--- config.mk ---
export PLATFORM = sky130hd
export DESIGN_NAME = two_button_led_mode_controller
export DESIGN_NICKNAME = d
export VERILOG_FILES = /design/src/sv/tblmc_pkg.sv /design/src/sv/tblmc_fifo.sv /design/src/sv/tblmc_front.sv /design/src/sv/tblmc_back.sv /design/src/sv/two_button_led_mode_controller.sv
export SDC_FILE = /design/constraint.sdc
export NUM_CORES = 1
export LEC_CHECK = 0
export ABC_AREA = 1
export BUFFER_PORTS_ARGS = -buffer_cell sky130_fd_sc_hd__buf_2
export CORE_MARGIN = 5
export CORE_UTILIZATION = 54
export DETAILED_ROUTE_END_ITERATION = 8
export GPL_TIMING_DRIVEN = 0
export PLACE_DENSITY = 0.74
export SYNTH_ARGS = -nofsm -noshare
export SYNTH_HDL_FRONTEND = slang
export SYNTH_SLANG_ARGS = --single-unit
export TNS_END_PERCENT = 20
--- constraint.sdc ---
create_clock -name clk -period 6.46 [get_ports clk]
set_input_delay 0.323 -clock clk [delete_from_list [all_inputs] [get_ports clk]]
set_output_delay 0.323 -clock clk [all_outputs]
set_load 0.005 [all_outputs]
--- src/sv/tblmc_pkg.sv ---
// shared types, codes and constants of the two-button led mode controller
package tblmc_pkg;

  // field widths
  localparam int TIME_W  = 32;
  localparam int MODE_W  = 3;
  localparam int SPEED_W = 4;
  localparam int IVL_W   = 16;

  // depth of every queue, between the parts and at the result side
  localparam int QDEPTH = 2;

  // defaults of the top level parameters
  localparam int BLINK_BASE_MS_DEF = 2000;
  localparam int SPEED_MAX_DEF     = 10;

  // led modes
  localparam logic [MODE_W-1:0] MODE_OFF   = 3'd0;
  localparam logic [MODE_W-1:0] MODE_BOTH  = 3'd1;
  localparam logic [MODE_W-1:0] MODE_L1    = 3'd2;
  localparam logic [MODE_W-1:0] MODE_L2    = 3'd3;
  localparam logic [MODE_W-1:0] MODE_ALT   = 3'd4;
  localparam logic [MODE_W-1:0] MODE_BLINK = 3'd5;

  // leading button
  localparam logic [1:0] LEAD_NONE = 2'd0;
  localparam logic [1:0] LEAD_B1   = 2'd1;
  localparam logic [1:0] LEAD_B2   = 2'd2;

  // led level pairs, bit 0 is led one
  localparam logic [1:0] LEDS_NONE = 2'b00;
  localparam logic [1:0] LEDS_ONE  = 2'b01;
  localparam logic [1:0] LEDS_TWO  = 2'b10;
  localparam logic [1:0] LEDS_BOTH = 2'b11;

  // button events found by the front part
  typedef enum logic [1:0] {
    EV_NONE,
    EV_COMBO,
    EV_REL1,
    EV_REL2
  } evt_t;

  // classified request handed from front to back
  typedef struct packed {
    evt_t              evt;
    logic [TIME_W-1:0] now_ms;
  } mid_item_t;

  // result request
  typedef struct packed {
    logic               led1_on;
    logic               led2_on;
    logic [MODE_W-1:0]  led_mode;
    logic [SPEED_W-1:0] blink_speed;
  } res_item_t;

  localparam int MID_W = $bits(mid_item_t);
  localparam int RES_W = $bits(res_item_t);

endpackage

--- src/sv/tblmc_fifo.sv ---
// small register queue used between the parts and at the result side
module tblmc_fifo #(
  parameter int WIDTH = tblmc_pkg::MID_W
) (
  input  logic             clk,
  input  logic             rst_n,
  input  logic             push,
  input  logic [WIDTH-1:0] wdata,
  output logic             full,
  input  logic             pop,
  output logic             empty,
  output logic [WIDTH-1:0] rdata
);
  import tblmc_pkg::*;

  localparam int PTR_W = (QDEPTH > 1) ? $clog2(QDEPTH) : 1;
  localparam int CNT_W = $clog2(QDEPTH + 1);

  logic [WIDTH-1:0] mem_r [QDEPTH];
  logic [PTR_W-1:0] wr_ptr_r, wr_ptr_nxt;
  logic [PTR_W-1:0] rd_ptr_r, rd_ptr_nxt;
  logic [CNT_W-1:0] cnt_r, cnt_nxt;
  logic             do_push, do_pop;

  assign full    = (cnt_r == CNT_W'(QDEPTH));
  assign empty   = (cnt_r == '0);
  assign do_push = push && !full;
  assign do_pop  = pop && !empty;
  assign rdata   = mem_r[rd_ptr_r];

  // pointer and fill count update
  always_comb begin
    wr_ptr_nxt = wr_ptr_r;
    rd_ptr_nxt = rd_ptr_r;
    if (do_push) begin
      wr_ptr_nxt = (wr_ptr_r == PTR_W'(QDEPTH - 1)) ? '0 : wr_ptr_r + 1'b1;
    end
    if (do_pop) begin
      rd_ptr_nxt = (rd_ptr_r == PTR_W'(QDEPTH - 1)) ? '0 : rd_ptr_r + 1'b1;
    end
    case ({do_push, do_pop})
      2'b10:   cnt_nxt = cnt_r + 1'b1;
      2'b01:   cnt_nxt = cnt_r - 1'b1;
      default: cnt_nxt = cnt_r;
    endcase
  end

  // control registers
  always_ff @(posedge clk) begin
    if (!rst_n) begin
      wr_ptr_r <= '0;
      rd_ptr_r <= '0;
      cnt_r    <= '0;
    end else begin
      wr_ptr_r <= wr_ptr_nxt;
      rd_ptr_r <= rd_ptr_nxt;
      cnt_r    <= cnt_nxt;
    end
  end

  // entry storage
  always_ff @(posedge clk) begin
    if (do_push) begin
      mem_r[wr_ptr_r] <= wdata;
    end
  end

endmodule

--- src/sv/tblmc_front.sv ---
// front part: button tracking and event classification
module tblmc_front (
  input  logic                       clk,
  input  logic                       rst_n,
  input  logic                       accept,
  input  logic                       btn1_down,
  input  logic                       btn2_down,
  input  logic [tblmc_pkg::TIME_W-1:0] now_ms,
  output tblmc_pkg::mid_item_t       item
);
  import tblmc_pkg::*;

  logic lvl1_r, lvl2_r;
  logic hnd1_r, hnd1_nxt, hnd2_r, hnd2_nxt;
  logic skp1_r, skp1_nxt, skp2_r, skp2_nxt;
  logic arm1, arm2;
  evt_t evt;

  // a level change re-arms the button
  assign arm1 = (lvl1_r != btn1_down) || !hnd1_r;
  assign arm2 = (lvl2_r != btn2_down) || !hnd2_r;

  // combo has priority, then release of button one, then button two
  always_comb begin
    hnd1_nxt = !arm1;
    hnd2_nxt = !arm2;
    skp1_nxt = skp1_r;
    skp2_nxt = skp2_r;
    evt      = EV_NONE;
    if (btn1_down && btn2_down && arm1 && arm2) begin
      hnd1_nxt = 1'b1;
      hnd2_nxt = 1'b1;
      skp1_nxt = 1'b1;
      skp2_nxt = 1'b1;
      evt      = EV_COMBO;
    end else if (!btn1_down && arm1) begin
      evt      = skp1_r ? EV_NONE : EV_REL1;
      skp1_nxt = 1'b0;
      hnd1_nxt = 1'b1;
    end else if (!btn2_down && arm2) begin
      evt      = skp2_r ? EV_NONE : EV_REL2;
      skp2_nxt = 1'b0;
      hnd2_nxt = 1'b1;
    end
  end

  assign item.evt    = evt;
  assign item.now_ms = now_ms;

  // button state
  always_ff @(posedge clk) begin
    if (!rst_n) begin
      lvl1_r <= 1'b0;
      lvl2_r <= 1'b0;
      hnd1_r <= 1'b0;
      hnd2_r <= 1'b0;
      skp1_r <= 1'b0;
      skp2_r <= 1'b0;
    end else if (accept) begin
      lvl1_r <= btn1_down;
      lvl2_r <= btn2_down;
      hnd1_r <= hnd1_nxt;
      hnd2_r <= hnd2_nxt;
      skp1_r <= skp1_nxt;
      skp2_r <= skp2_nxt;
    end
  end

endmodule

--- src/sv/tblmc_back.sv ---
// back part: mode machine, speed counter and led drive
module tblmc_back #(
  parameter int BLINK_BASE_MS = tblmc_pkg::BLINK_BASE_MS_DEF,
  parameter int SPEED_MAX     = tblmc_pkg::SPEED_MAX_DEF
) (
  input  logic                 clk,
  input  logic                 rst_n,
  input  tblmc_pkg::mid_item_t item,
  input  logic                 item_empty,
  output logic                 item_pop,
  input  logic                 res_full,
  output logic                 res_push,
  output tblmc_pkg::res_item_t res
);
  import tblmc_pkg::*;

  localparam int NSPD = 1 << SPEED_W;

  logic [MODE_W-1:0]  mode_r, mode_nxt, mine;
  logic [SPEED_W-1:0] speed_r, speed_nxt, speed_inc;
  logic [1:0]         lead_r, lead_nxt, who;
  logic [TIME_W-1:0]  last_r, last_nxt, elapsed;
  logic               phase_r, phase_nxt;
  logic [1:0]         leds_r, leds_nxt;
  logic               is_rel, expire, go;
  logic [IVL_W-1:0]   ivl_alt [NSPD];
  logic [IVL_W-1:0]   ivl_blk [NSPD];
  logic [IVL_W-1:0]   ivl;

  // interval tables indexed by the raw speed, clamp folded in
  for (genvar g = 0; g < NSPD; g++) begin : g_ivl
    localparam int S  = (g < 1) ? 1 : ((g > SPEED_MAX) ? SPEED_MAX : g);
    localparam int IA = BLINK_BASE_MS / (2 * S);
    localparam int IB = BLINK_BASE_MS / (5 * S);
    assign ivl_alt[g] = IVL_W'(IA);
    assign ivl_blk[g] = IVL_W'(IB);
  end

  assign go       = !item_empty && !res_full;
  assign item_pop = go;
  assign res_push = go;

  assign speed_inc = (speed_r < SPEED_W'(SPEED_MAX)) ? speed_r + 1'b1 : speed_r;

  // event handling
  always_comb begin
    mode_nxt  = mode_r;
    speed_nxt = speed_r;
    lead_nxt  = lead_r;
    is_rel    = 1'b0;
    who       = LEAD_B1;
    mine      = MODE_L1;
    case (item.evt)
      EV_COMBO: begin
        if (mode_r == MODE_BLINK) begin
          speed_nxt = speed_inc;
        end else begin
          speed_nxt = '0;
          mode_nxt  = MODE_BLINK;
        end
      end
      EV_REL1: begin
        is_rel = 1'b1;
      end
      EV_REL2: begin
        is_rel = 1'b1;
        who    = LEAD_B2;
        mine   = MODE_L2;
      end
      default: ;
    endcase
    if (is_rel) begin
      if (lead_r != who) begin
        lead_nxt = who;
        mode_nxt = MODE_OFF;
      end else begin
        case (mode_r)
          MODE_OFF, MODE_BLINK: mode_nxt = mine;
          MODE_L1, MODE_L2:     mode_nxt = (mode_r == mine) ? MODE_BOTH : mine;
          MODE_ALT:             speed_nxt = speed_inc;
          MODE_BOTH: begin
            speed_nxt = '0;
            mode_nxt  = MODE_ALT;
          end
          default: ;
        endcase
      end
    end
  end

  // led drive with blink timer on the updated mode and speed
  assign ivl     = (mode_nxt == MODE_BLINK) ? ivl_blk[speed_nxt] : ivl_alt[speed_nxt];
  assign elapsed = item.now_ms - last_r;
  assign expire  = elapsed > {{(TIME_W - IVL_W){1'b0}}, ivl};

  always_comb begin
    leds_nxt  = leds_r;
    phase_nxt = phase_r;
    last_nxt  = last_r;
    case (mode_nxt)
      MODE_OFF:  leds_nxt = LEDS_NONE;
      MODE_BOTH: leds_nxt = LEDS_BOTH;
      MODE_L1:   leds_nxt = LEDS_ONE;
      MODE_L2:   leds_nxt = LEDS_TWO;
      MODE_ALT, MODE_BLINK: begin
        if (expire) begin
          if (mode_nxt == MODE_BLINK) begin
            leds_nxt = phase_r ? LEDS_NONE : LEDS_BOTH;
          end else begin
            leds_nxt = phase_r ? LEDS_TWO : LEDS_ONE;
          end
          phase_nxt = !phase_r;
          last_nxt  = item.now_ms;
        end
      end
      default: ;
    endcase
  end

  assign res.led1_on     = leds_nxt[0];
  assign res.led2_on     = leds_nxt[1];
  assign res.led_mode    = mode_nxt;
  assign res.blink_speed = speed_nxt;

  // mode and timer state
  always_ff @(posedge clk) begin
    if (!rst_n) begin
      mode_r  <= MODE_OFF;
      speed_r <= SPEED_W'(1);
      lead_r  <= LEAD_NONE;
      last_r  <= '0;
      phase_r <= 1'b0;
      leds_r  <= LEDS_NONE;
    end else if (go) begin
      mode_r  <= mode_nxt;
      speed_r <= speed_nxt;
      lead_r  <= lead_nxt;
      last_r  <= last_nxt;
      phase_r <= phase_nxt;
      leds_r  <= leds_nxt;
    end
  end

endmodule

--- src/sv/two_button_led_mode_controller.sv ---
// top level of the two-button led mode controller
//
//  channel  | direction | handshake        | payload
//  ---------+-----------+------------------+-------------------------------------------
//  in_      | request   | push / full      | in_btn1_down, in_btn2_down, in_now_ms
//  out_     | result    | empty / pop      | out_led1_on, out_led2_on, out_led_mode,
//           |           |                  | out_blink_speed
//
// One poll tick per cycle is accepted while full is low; each gives exactly one result.
// A result reaches the out_ ports through both queues: the front classifies its
// request into the event queue at the accepting edge, and the mode machine moves
// it on into the result queue at a later edge, once the result queue has room.
// Reset is one cycle of rst_n low; no clearing pass follows.
// When pop stays low the result queue fills, then the event queue, then full rises.
module two_button_led_mode_controller #(
  parameter int BLINK_BASE_MS = tblmc_pkg::BLINK_BASE_MS_DEF,
  parameter int SPEED_MAX     = tblmc_pkg::SPEED_MAX_DEF
) (
  input  logic                          clk,
  input  logic                          rst_n,
  input  logic                          push,
  output logic                          full,
  input  logic                          in_btn1_down,
  input  logic                          in_btn2_down,
  input  logic [tblmc_pkg::TIME_W-1:0]  in_now_ms,
  output logic                          empty,
  input  logic                          pop,
  output logic                          out_led1_on,
  output logic                          out_led2_on,
  output logic [tblmc_pkg::MODE_W-1:0]  out_led_mode,
  output logic [tblmc_pkg::SPEED_W-1:0] out_blink_speed
);
  import tblmc_pkg::*;

  mid_item_t        front_item, back_item;
  res_item_t        back_res, out_res;
  logic [MID_W-1:0] mid_rdata;
  logic [RES_W-1:0] res_rdata;
  logic             accept, mid_empty, mid_pop, res_full, res_push;

  assign accept = push && !full;

  // front classifier
  tblmc_front u_front (
    .clk       (clk),
    .rst_n     (rst_n),
    .accept    (accept),
    .btn1_down (in_btn1_down),
    .btn2_down (in_btn2_down),
    .now_ms    (in_now_ms),
    .item      (front_item)
  );

  // event queue between front and back
  tblmc_fifo #(
    .WIDTH (MID_W)
  ) u_mid_q (
    .clk   (clk),
    .rst_n (rst_n),
    .push  (accept),
    .wdata (front_item),
    .full  (full),
    .pop   (mid_pop),
    .empty (mid_empty),
    .rdata (mid_rdata)
  );

  assign back_item = mid_item_t'(mid_rdata);

  // mode machine and led drive
  tblmc_back #(
    .BLINK_BASE_MS (BLINK_BASE_MS),
    .SPEED_MAX     (SPEED_MAX)
  ) u_back (
    .clk        (clk),
    .rst_n      (rst_n),
    .item       (back_item),
    .item_empty (mid_empty),
    .item_pop   (mid_pop),
    .res_full   (res_full),
    .res_push   (res_push),
    .res        (back_res)
  );

  // result queue
  tblmc_fifo #(
    .WIDTH (RES_W)
  ) u_res_q (
    .clk   (clk),
    .rst_n (rst_n),
    .push  (res_push),
    .wdata (back_res),
    .full  (res_full),
    .pop   (pop),
    .empty (empty),
    .rdata (res_rdata)
  );

  assign out_res         = res_item_t'(res_rdata);
  assign out_led1_on     = out_res.led1_on;
  assign out_led2_on     = out_res.led2_on;
  assign out_led_mode    = out_res.led_mode;
  assign out_blink_speed = out_res.blink_speed;

  // speed never passes its ceiling
  a_speed_max: assert property (@(posedge clk) disable iff (!rst_n)
    !empty |-> out_blink_speed <= SPEED_W'(SPEED_MAX))
    else $error("blink speed above ceiling");

  // only the six defined modes come out
  a_mode_legal: assert property (@(posedge clk) disable iff (!rst_n)
    !empty |-> out_led_mode <= MODE_BLINK)
    else $error("undefined led mode");

  // the both-on and off modes drive their fixed led pattern
  a_both_on: assert property (@(posedge clk) disable iff (!rst_n)
    (!empty && out_led_mode == MODE_BOTH) |-> (out_led1_on && out_led2_on))
    else $error("both-on mode with an led dark");

  a_off_dark: assert property (@(posedge clk) disable iff (!rst_n)
    (!empty && out_led_mode == MODE_OFF) |-> (!out_led1_on && !out_led2_on))
    else $error("off mode with an led lit");

  // an accepted request into an empty event queue, with room in the result queue, reaches the back part next cycle
  a_flow: assert property (@(posedge clk) disable iff (!rst_n)
    (accept && mid_empty && !res_full) |=> !mid_empty)
    else $error("accepted request lost before the back part");

endmodule
Word level (Yosys, flattened, before mapping)
Memories as Yosys holds them, arrays and structs flattened. A register that Yosys moved wholly into a read port is not among the register bits.
Index checks and enable logic that the tools add are counted.
{"block": "classes", "n_eq_ne": 24, "n_addsub": 10, "mux": 54, "n_reduce_logical": 40, "magnitude_cmp": 3, "bitwise": 1}
{"op": "$mux W16", "count": 5}
{"op": "$gt A32 B16 Y1", "count": 1}
{"op": "$sub A32 B32 Y32", "count": 1}
{"op": "$mux W1", "count": 24}
{"op": "$mux W2", "count": 11}
{"op": "$mux W4", "count": 5}
{"op": "$eq A2 B2 Y1 const B", "count": 6}
{"op": "$eq A3 B2 Y1 const B", "count": 4}
{"op": "$eq A3 B3 Y1 const B", "count": 4}
{"op": "$mux W3", "count": 4}
{"op": "$logic_and A1 B1 Y1", "count": 11}
{"op": "$logic_not A1 Y1", "count": 11}
{"op": "$pmux W2 S5", "count": 1}
{"op": "$pmux W3 S3", "count": 1}
{"op": "$reduce_and A3 Y1", "count": 3}
{"op": "$pmux W2 S2", "count": 2}
{"op": "$pmux W4 S2", "count": 1}
{"op": "$reduce_bool A2 Y1", "count": 4}
{"op": "$reduce_or A2 Y1", "count": 4}
{"op": "$eq A2 B1 Y1 const B", "count": 3}
{"op": "$eq A3 B1 Y1 const B", "count": 2}
{"op": "$logic_not A3 Y1", "count": 2}
{"op": "$ge A5 B5 Y1 const B", "count": 1}
{"op": "$not A4 Y5", "count": 1}
{"op": "12 further kinds", "count": 20}
{"block": "totals", "ramBits": 86, "output_inout_bits": 11, "n_memories": 4, "ff_bits": 58, "rom_bits": 512}
{"name": "(name not given)", "words": 16, "word_bits": 16, "read_ports": 1, "rd_ports_with_merged_regs": 0, "wr": 0, "line_no": "tblmc_back.sv:92", "rtl": "assign ivl = (mode_nxt == MODE_BLINK) ? ivl_blk[speed_nxt] : ivl_alt[speed_nxt];"}
{"name": "(name not given)", "words": 16, "word_bits": 16, "read_ports": 1, "rd_ports_with_merged_regs": 0, "wr": 0, "line_no": "tblmc_back.sv:92"}
{"name": "u_mid_q.mem_r", "words": 2, "word_bits": 34, "read_ports": 1, "rd_ports_with_merged_regs": 1, "wr": 1, "line_no": "tblmc_fifo.sv:19", "rtl": "logic [WIDTH-1:0] mem_r [QDEPTH];"}
{"name": "u_res_q.mem_r", "words": 2, "word_bits": 9, "read_ports": 1, "rd_ports_with_merged_regs": 1, "wr": 1, "line_no": "tblmc_fifo.sv:19"}

Longest topological paths before layout
Gate-level depths: netlist of the first run.
{"block": "logic_depth", "ltp_word": 15, "depth_mapped": 38, "mapped_depth_nobuf": 38}

Cells and area by module
Synthesis of the first run repeated with hierarchy kept, for this count alone.
{"block": "unflattened", "hier_cells": 1199, "area_unflattened_um2": 9624.2}
{"module": "tblmc_back", "seq_area_each_um2": 880.8, "n_inst": 1, "cells_per_inst": 910, "area_each_um2": 5303.8}
{"module": "tblmc_fifo (u_mid_q)", "seq_area_each_um2": 2142.1, "n_inst": 1, "cells_per_inst": 146, "area_each_um2": 2857.7}
{"module": "tblmc_fifo (u_res_q)", "seq_area_each_um2": 640.6, "n_inst": 1, "cells_per_inst": 68, "area_each_um2": 910.9}
{"module": "tblmc_front", "seq_area_each_um2": 120.1, "n_inst": 1, "cells_per_inst": 73, "area_each_um2": 541.8}
{"module": "two_button_led_mode_controller", "seq_area_each_um2": 0.0, "n_inst": 1, "cells_per_inst": 2, "area_each_um2": 10.0}

Worst setup path before layout of the first run
No wires, ideal clock.
{"block": "synth_timing", "kind": "reg-to-reg", "from": "reg with a tool-made name", "to": "reg u_back.phase_r", "path_stages_with_launch": 35, "arrival_time_ns": 3.782, "setup_time_ns": 0.120, "n_path_buf": 2, "path_slack_ns": 2.558, "required_ns": 6.340, "cell_sequence": "dfxtp_1 > buf_6 > o21ai_4 > inv_2 > nand2_2 > nand2_1 > o21ai_2 > nand3_1 > nand2_1 > inv_1 > o22ai_1 > inv_1 > ha_1 > a21oi_1 > inv_1 > o311ai_0 > o21ai_1 > ha_1 > nand2_1 > inv_1 > o21ai_0 > nand2_1 > nand2_1 > nand2_1 > nand2_1 > nand2_1 > nand2_1 > nand2_1 > nor2_1 > nand2_1 > nor2_4 > nand3_2 > nand2_4 > buf_2 > a21oi_1"}
{"item": "to (signal assigned)", "line_no": "tblmc_back.sv:139", "rtl": "phase_r <= phase_nxt;"}
{"item": "to (decl)", "line_no": "tblmc_back.sv:23", "rtl": "logic phase_r, phase_nxt;"}

==> impl_metrics.py, run 1 <==
metrics = {
    "logic_synthesis": {
        "synth_area_leaders": "edfxtp_1 29%, nand2_1 16%, dfxtp_1 13%, inv_1 8.0%, ha_1 7.2%",
        "synth_flop_cell": "edfxtp_1",
        "synth_top_family_by_area": "simple AND/OR/NAND/NOR gates",
        "synth_area_leader_cell": "edfxtp_1",
        "synth-seq-cells": 146,
        "synth-seq-area-share_pct": 42.0,
        "netlist_instances": 1221,
        "synthMuxAreaShare_pct": 1.35,
        "post_synth_and_or_nand_nor_area_fraction_pct": 26.1,
        "synth.avg_cell_area_um2": 7.38,
        "synth_top_cell_area_share_pct": 28.7,
        "synthesis.area_um2": 9010,
        "synth_most_common_cell": "nand2_1",
        "synth_fa_ha_area_share_pct": 7.44,
        "syn_nets": 1312,
        "ys_warn_count": 0,
        "synth.distinct_cells": 46,
        "postSynth.asyncResetShare_pct": 0,
        "ys_top_cells_by_count": "393 x nand2_1, 191 x inv_1, 94 x nor2_1, 90 x a21oi_1, 86 x edfxtp_1",
        "synth-edff-count": 86,
        "synthXorXnorAreaFrac_pct": 1.17,
        "synth_compound_area_share_pct": 11.8,
    },
    "detailed_routing": {
        "antenna_left": 0,
        "vias": 7808,
        "drt_iter0_markers": 529,
        "wire_per_inst_um": 13.1,
        "dr.pass1.iters": 5,
        "wl_um": 19900,
        "drc": 0,
        "viasPerCell": 5.13,
    },
    "floorplanning": {
        "initial_utilization_pct": 54.7,
        "num_io_pins": 49,
        "rows": 47,
        "fp.dieW_um": 139,
        "core-area_um2": 16500,
        "die_h_um": 139,
        "die_area_um2": 19400,
    },
    "clock_tree": {
        "cts_tree": "done",
        "cts_buffers": 17,
        "cts_root_buffer": "clkbuf_16",
        "clk_latency_ns": 0.43,
        "clk_pin_slew_ns": 0.07,
        "postCtsResizedCells": 0,
        "holdBufCountCts": 0,
        "clock_sinks": 146,
        "clockBufferDepth": 2,
        "cts_setup_buffers": 0,
        "htree_levels": 4,
    },
    "global_route": {
        "grt.met2_usage_pct": 37.6,
        "use_met3_pct": 3.69,
        "busiest_layer": "met2",
        "grt_util_met1_pct": 26.8,
        "grt_max_degree": 25,
        "grt_pass1_wl_um": 34100,
        "gr-total-overflow": 0,
        "grtUsageTotal_pct": 21.4,
        "antenna_found_initial": 0,
        "grt_pass1_vias": 7352,
    },
    "sta": {
        "finalMaxSlewViolations": 0,
        "slew_headroom_pct": 48.7,
        "skew_ns": 0.0107,
        "max_freq_mhz": 196,
        "worstMarginPinSlew_ns": 0.766,
        "final_hold_viol_count": 0,
        "fin_crit_ns": 5.11,
        "tns_ns": 0,
        "period_share_pct": 79.2,
        "setup_viol": 0,
        "grt_setup_unrepaired": "false",
        "fin_ws_ns": 1.35,
    },
    "setup_path": {
        "cp_max_fo": 10,
        "path_class": "reg -> reg",
        "startpoint_type": "register",
        "cp.arrival_ns": 5.42,
        "path_common_cell": "nand2_1",
        "endpoint_kind": "register",
        "r2r_cells": 34,
        "worst_path_max_delay_cell": "o22ai_1",
        "crit_path_max_incr_delay_ns": 0.52,
        "worstPathRequired_ns": 6.77,
    },
    "placed_design": {
        "gp_congestion": 0.936,
        "dp_slack_ns": 1.40,
        "dp.cells": 1491,
        "dp_hpwl_um": 15200,
        "port_buffers": 48,
        "place_area_um2": 9590,
    },
    "hold_path": {
        "whs_path_depth": 1,
        "min-delay-start": "in_now_ms[23]",
        "min_path_type": "in -> reg",
    },
    "layout": {
        "fin_area_um2": 10200,
        "area_growth_pct": 13.1,
        "fin_cells": 1523,
        "drive_above_1_share_pct": 11.1,
        "multi_input_area_um2": 4320,
        "nets": 1381,
        "regArea_um2": 3780,
        "fillCellCount": 1476,
        "antenna_cells": 0,
    },
    "job": {
        "cap_violations": 0,
    },
    "run_status": {
        "status": "complete, no violations",
    },
}
==> flip-flops by register name, summed over array words and instances (netlist names), 2 cells and up, named ones only <==
register / cells
u_mid_q.mem_r: 68
u_back.last_r: 32
u_res_q.mem_r: 18
u_back.speed_r: 4
u_back.mode_r: 3
u_back.lead_r: 2
u_back.leds_r: 2
u_mid_q.cnt_r: 2
u_res_q.cnt_r: 2
==> layer usage <==
layer / vias to the layer above / wire (um) / part of all wire (%)
met5: - / 0 / 0
met4: 0 / 414 / 2.1
met3: 29 / 810 / 4.1
met2: 183 / 9770 / 49
met1: 3535 / 8930 / 45
li1: 4061 / - / -
==> cell families (layout without fill, tap and decap cells) <==
kind of cell	count (synthesis)	in the layout
xor+xnor	12	12
fa+ha+maj	53	53
simple gates	573	573
mux	11	11
compound gates	194	194
flops	146	146
buf+inv	232	314
==> stage by stage <==
stage               hold slack, ns  utilization [%]
floorplan                    0.422                -
global placement             0.432             57.9
detailed placement           0.451             58.2
CTS                         0.0624             61.9
global route                0.0649             61.9
finish                      0.0766             61.9
==> worst max-delay path: cells and delay by family, from the launching register on <==
| kind | cells | cell delay [ns] |
|---|---|---|
| AO/OA/AOI/OAI | 6 | 1.09 |
| adder cells (fa/ha/maj) | 2 | 0.62 |
| buffers and inverters | 8 | 1.20 |
| flip-flops | 1 | 0.31 |
| AND/OR/NAND/NOR | 18 | 1.78 |
==> final cells by class <==
class | count | area share (%)
Multi-Input combinational cell | 843 | 42.4
Sequential cell | 146 | 37.1
Inverter | 207 | 7.62
Clock buffer | 17 | 4.17
Timing Repair Buffer | 50 | 2.82
Tap cell | 220 | 2.70
Clock inverter | 15 | 1.78
Buffer | 25 | 1.42
==> path summary, 6_finish.rpt <==
path,endpoint,slack (ns)
setup / recovery,u_back.last_r[29],1.35
hold / removal,u_mid_q.mem_r[0][23],0.08
setup reg to reg,u_back.last_r[29],1.35
hold reg to reg,u_back.last_r[20],0.45
==> cells in the final DEF (no fill, tap or decap), types with 3 or more instances in the layout <==
cell and count:
nand2_1 393, inv_1 191, nor2_1 92, a21oi_1 90, edfxtp_1 86, dfxtp_1 60, buf_2 53, ha_1 52
o21ai_0 42, nand3_1 36, o21ai_1 35, clkbuf_16 17, inv_2 16, clkbuf_1 14, nand4_1 12, xor2_1 12
mux2_2 9, nand2_2 7, nor3_1 7, buf_6 6, nor2_2 6, nand3b_1 5, o22ai_1 4, inv_6 4
o31ai_1 3, o21bai_1 3, nor2_4 3, a31oi_1 3, clkinvlp_4 3, bufinv_16 3
Power of run 1 is not shown: default switching activity piles up to over one toggle a cycle in this logic, so the estimate is an artifact.
==> run 2: changes to the inputs <==
--- a/config.mk
+++ b/config.mk
@@ -11,7 +11,7 @@
 export CORE_UTILIZATION = 54
 export DETAILED_ROUTE_END_ITERATION = 8
 export GPL_TIMING_DRIVEN = 0
-export PLACE_DENSITY = 0.74
+export PLACE_DENSITY = 0.77
 export SYNTH_ARGS = -nofsm -noshare
 export SYNTH_HDL_FRONTEND = slang
 export SYNTH_SLANG_ARGS = --single-unit
==> constraint.sdc (replaced) <==
create_clock -name clk -period 4.6 [get_ports clk]
set_input_delay 0.23 -clock clk [delete_from_list [all_inputs] [get_ports clk]]
set_output_delay 0.23 -clock clk [all_outputs]
set_load 0.005 [all_outputs]
==> run 2 against run 1 <==
Sequential share of layout area down 2.2 points. Global-route usage up 1.1 points. First-iteration DRC count down 6.0%. Register-to-register slack worse by 1.1 ns. Cell area up 6.3%. Final cell count up 3.0%. Clock skew up 0.0015 ns. Setup slack worse by 1.1 ns. Via count up 3.4%. Die area unchanged. Critical endpoint is now u_back.last_r[12]. Critical path type unchanged. Sequential cell count unchanged.
==> impl_metrics.py, run 2 (synthesized netlist as in run 1, its figures left out) <==
metrics = {
    "run_status": {
        "status": "complete, no violations",
    },
    "hold_path": {
        "min_path_type": "in -> reg",
        "whs_endpoint": "u_mid_q.mem_r[0][0]",
        "min-delay-start": "in_now_ms[0]",
        "whs_path_depth": 1,
    },
    "sta": {
        "slew_headroom_pct": 44.4,
        "hold_slack_ns": 0.0322,
        "worstMarginPinSlew_ns": 0.830,
        "skew_ns": 0.0122,
        "max_freq_mhz": 229,
        "period_share_pct": 94.8,
        "finalMaxSlewViolations": 0,
        "setup_viol": 0,
        "fin_crit_ns": 4.36,
        "final_hold_viol_count": 0,
    },
    "placed_design": {
        "port_buffers": 48,
        "gp_congestion": 0.904,
        "dp_hpwl_um": 15500,
        "place_area_um2": 9600,
    },
    "setup_path": {
        "startpoint_type": "register",
        "path_common_cell": "nand2_1",
        "cp_max_fo": 8,
        "crit_family": "simple AND/OR/NAND/NOR gates",
        "crit_path_max_incr_delay_ns": 0.36,
        "worst_path_max_delay_cell": "dfxtp_4",
        "endpoint_kind": "register",
        "r2r_slack_ns": 0.24,
        "r2r_cells": 36,
        "timing.rr.end": "u_back.last_r[12]",
        "worst-path-buf-inv": 5,
        "worstPathRequired_ns": 4.96,
        "path_class": "reg -> reg",
        "cp.arrival_ns": 4.72,
    },
    "floorplanning": {
        "num_io_pins": 49,
        "fp.dieW_um": 139,
        "die_h_um": 139,
        "die_area_um2": 19400,
        "core-area_um2": 16500,
        "initial_utilization_pct": 54.7,
        "rows": 47,
    },
    "job": {
        "cap_violations": 0,
    },
    "layout": {
        "drive_above_1_share_pct": 13.6,
        "largest_register_ffs": 68,
        "nets": 1427,
        "area_growth_pct": 20.3,
        "reg.largest.list": "u_mid_q.mem_r (68), u_back.last_r (32), u_res_q.mem_r (18)",
        "antenna_cells": 0,
        "mostFrequentLayoutCells": "385 x nand2_1, 188 x inv_1, 90 x nor2_1",
        "regMostFlops": "u_mid_q.mem_r",
        "fin_area_um2": 10800,
        "layout_commonest_cell": "nand2_1",
    },
    "clock_tree": {
        "clockBufferDepth": 2,
        "cts_buffers": 17,
        "clk_pin_slew_ns": 0.06,
        "clk_latency_ns": 0.44,
        "htree_levels": 4,
        "cts_tree": "done",
        "cts_root_buffer": "clkbuf_16",
        "clock_sinks": 146,
    },
    "detailed_routing": {
        "antenna_left": 0,
        "wl_um": 21600,
        "viasPerCell": 5.15,
        "wire_per_inst_um": 13.8,
        "drt_iter0_markers": 497,
        "drc": 0,
        "dr.pass1.iters": 7,
        "vias": 8077,
    },
    "global_route": {
        "grt_max_degree": 24,
        "antenna_found_initial": 0,
        "grtUsageTotal_pct": 22.5,
        "gr-total-overflow": 0,
        "grt_pass1_vias": 7762,
        "grt_pass1_wl_um": 35600,
    },
}
-- run 2: final cells by class --
class,instances,area [um2]
Multi-Input combinational cell,844,4450
Clock buffer,20,447
Buffer,25,166
Tap cell,220,275
Timing Repair Buffer,95,763
Clock inverter,12,158
Inverter,207,787
Fill cell,1396,5630
Sequential cell,146,3790
-- run 2: metal layers --
| layer | GRT usage [%] | part of all wire [%] | vias to the layer above |
|---|---|---|---|
| met5 | 0 | 0 | - |
| met2 | 39.6 | 50 | 183 |
| met1 | 27.1 | 43 | 3679 |
| met3 | 4.52 | 4.3 | 50 |
| met4 | 8.55 | 3.2 | 0 |
| li1 | - | - | 4165 |
-- run 2: per-stage QoR --
step	util (%)	TNS, ns	instances	worst slack (ns)
finish	65.8	0	1569	0.241
detailed placement	58.3	-16.90	1491	-0.509
global placement	57.9	-11.92	1489	-0.369
CTS	64.1	0	1557	0.00635
global route	65.8	-1.53	1569	-0.0676
floorplan	-	0	1221	0.698
-- run 2: repair_timing --
item	in CTS	in global routing
setup buffers	2	9
cloned	1	3
endpoints found under the hold margin	62	0
resized for setup	8	41
hold buffers	31	0
pin swaps	2	12
endpoints found under the setup margin	39	39
-- run 2: worst register-to-register path: cells and delay by family (launching register included) --
family	cells	cell delay, ns
DFF	1	0.36
adders and majority gates	2	0.37
and+or+nand+nor	23	2.21
buffers and inverters	5	0.57
AOI/OAI and AO/OA	6	0.76
-- run 2: worst max path at each step --
stage / start / end / slack (ns) / depth (start not counted)
floorplan: register / u_back.phase_r / 0.70 / 34
global placement: register / u_back.last_r[23] / -0.37 / 34
detailed placement: register / u_back.last_r[27] / -0.51 / 34
CTS: register / u_back.last_r[27] / 0.006 / 35
global route: register / u_back.last_r[12] / -0.07 / 33
finish: register / u_back.last_r[12] / 0.24 / 36
Power of run 2 is left out for the same reason.
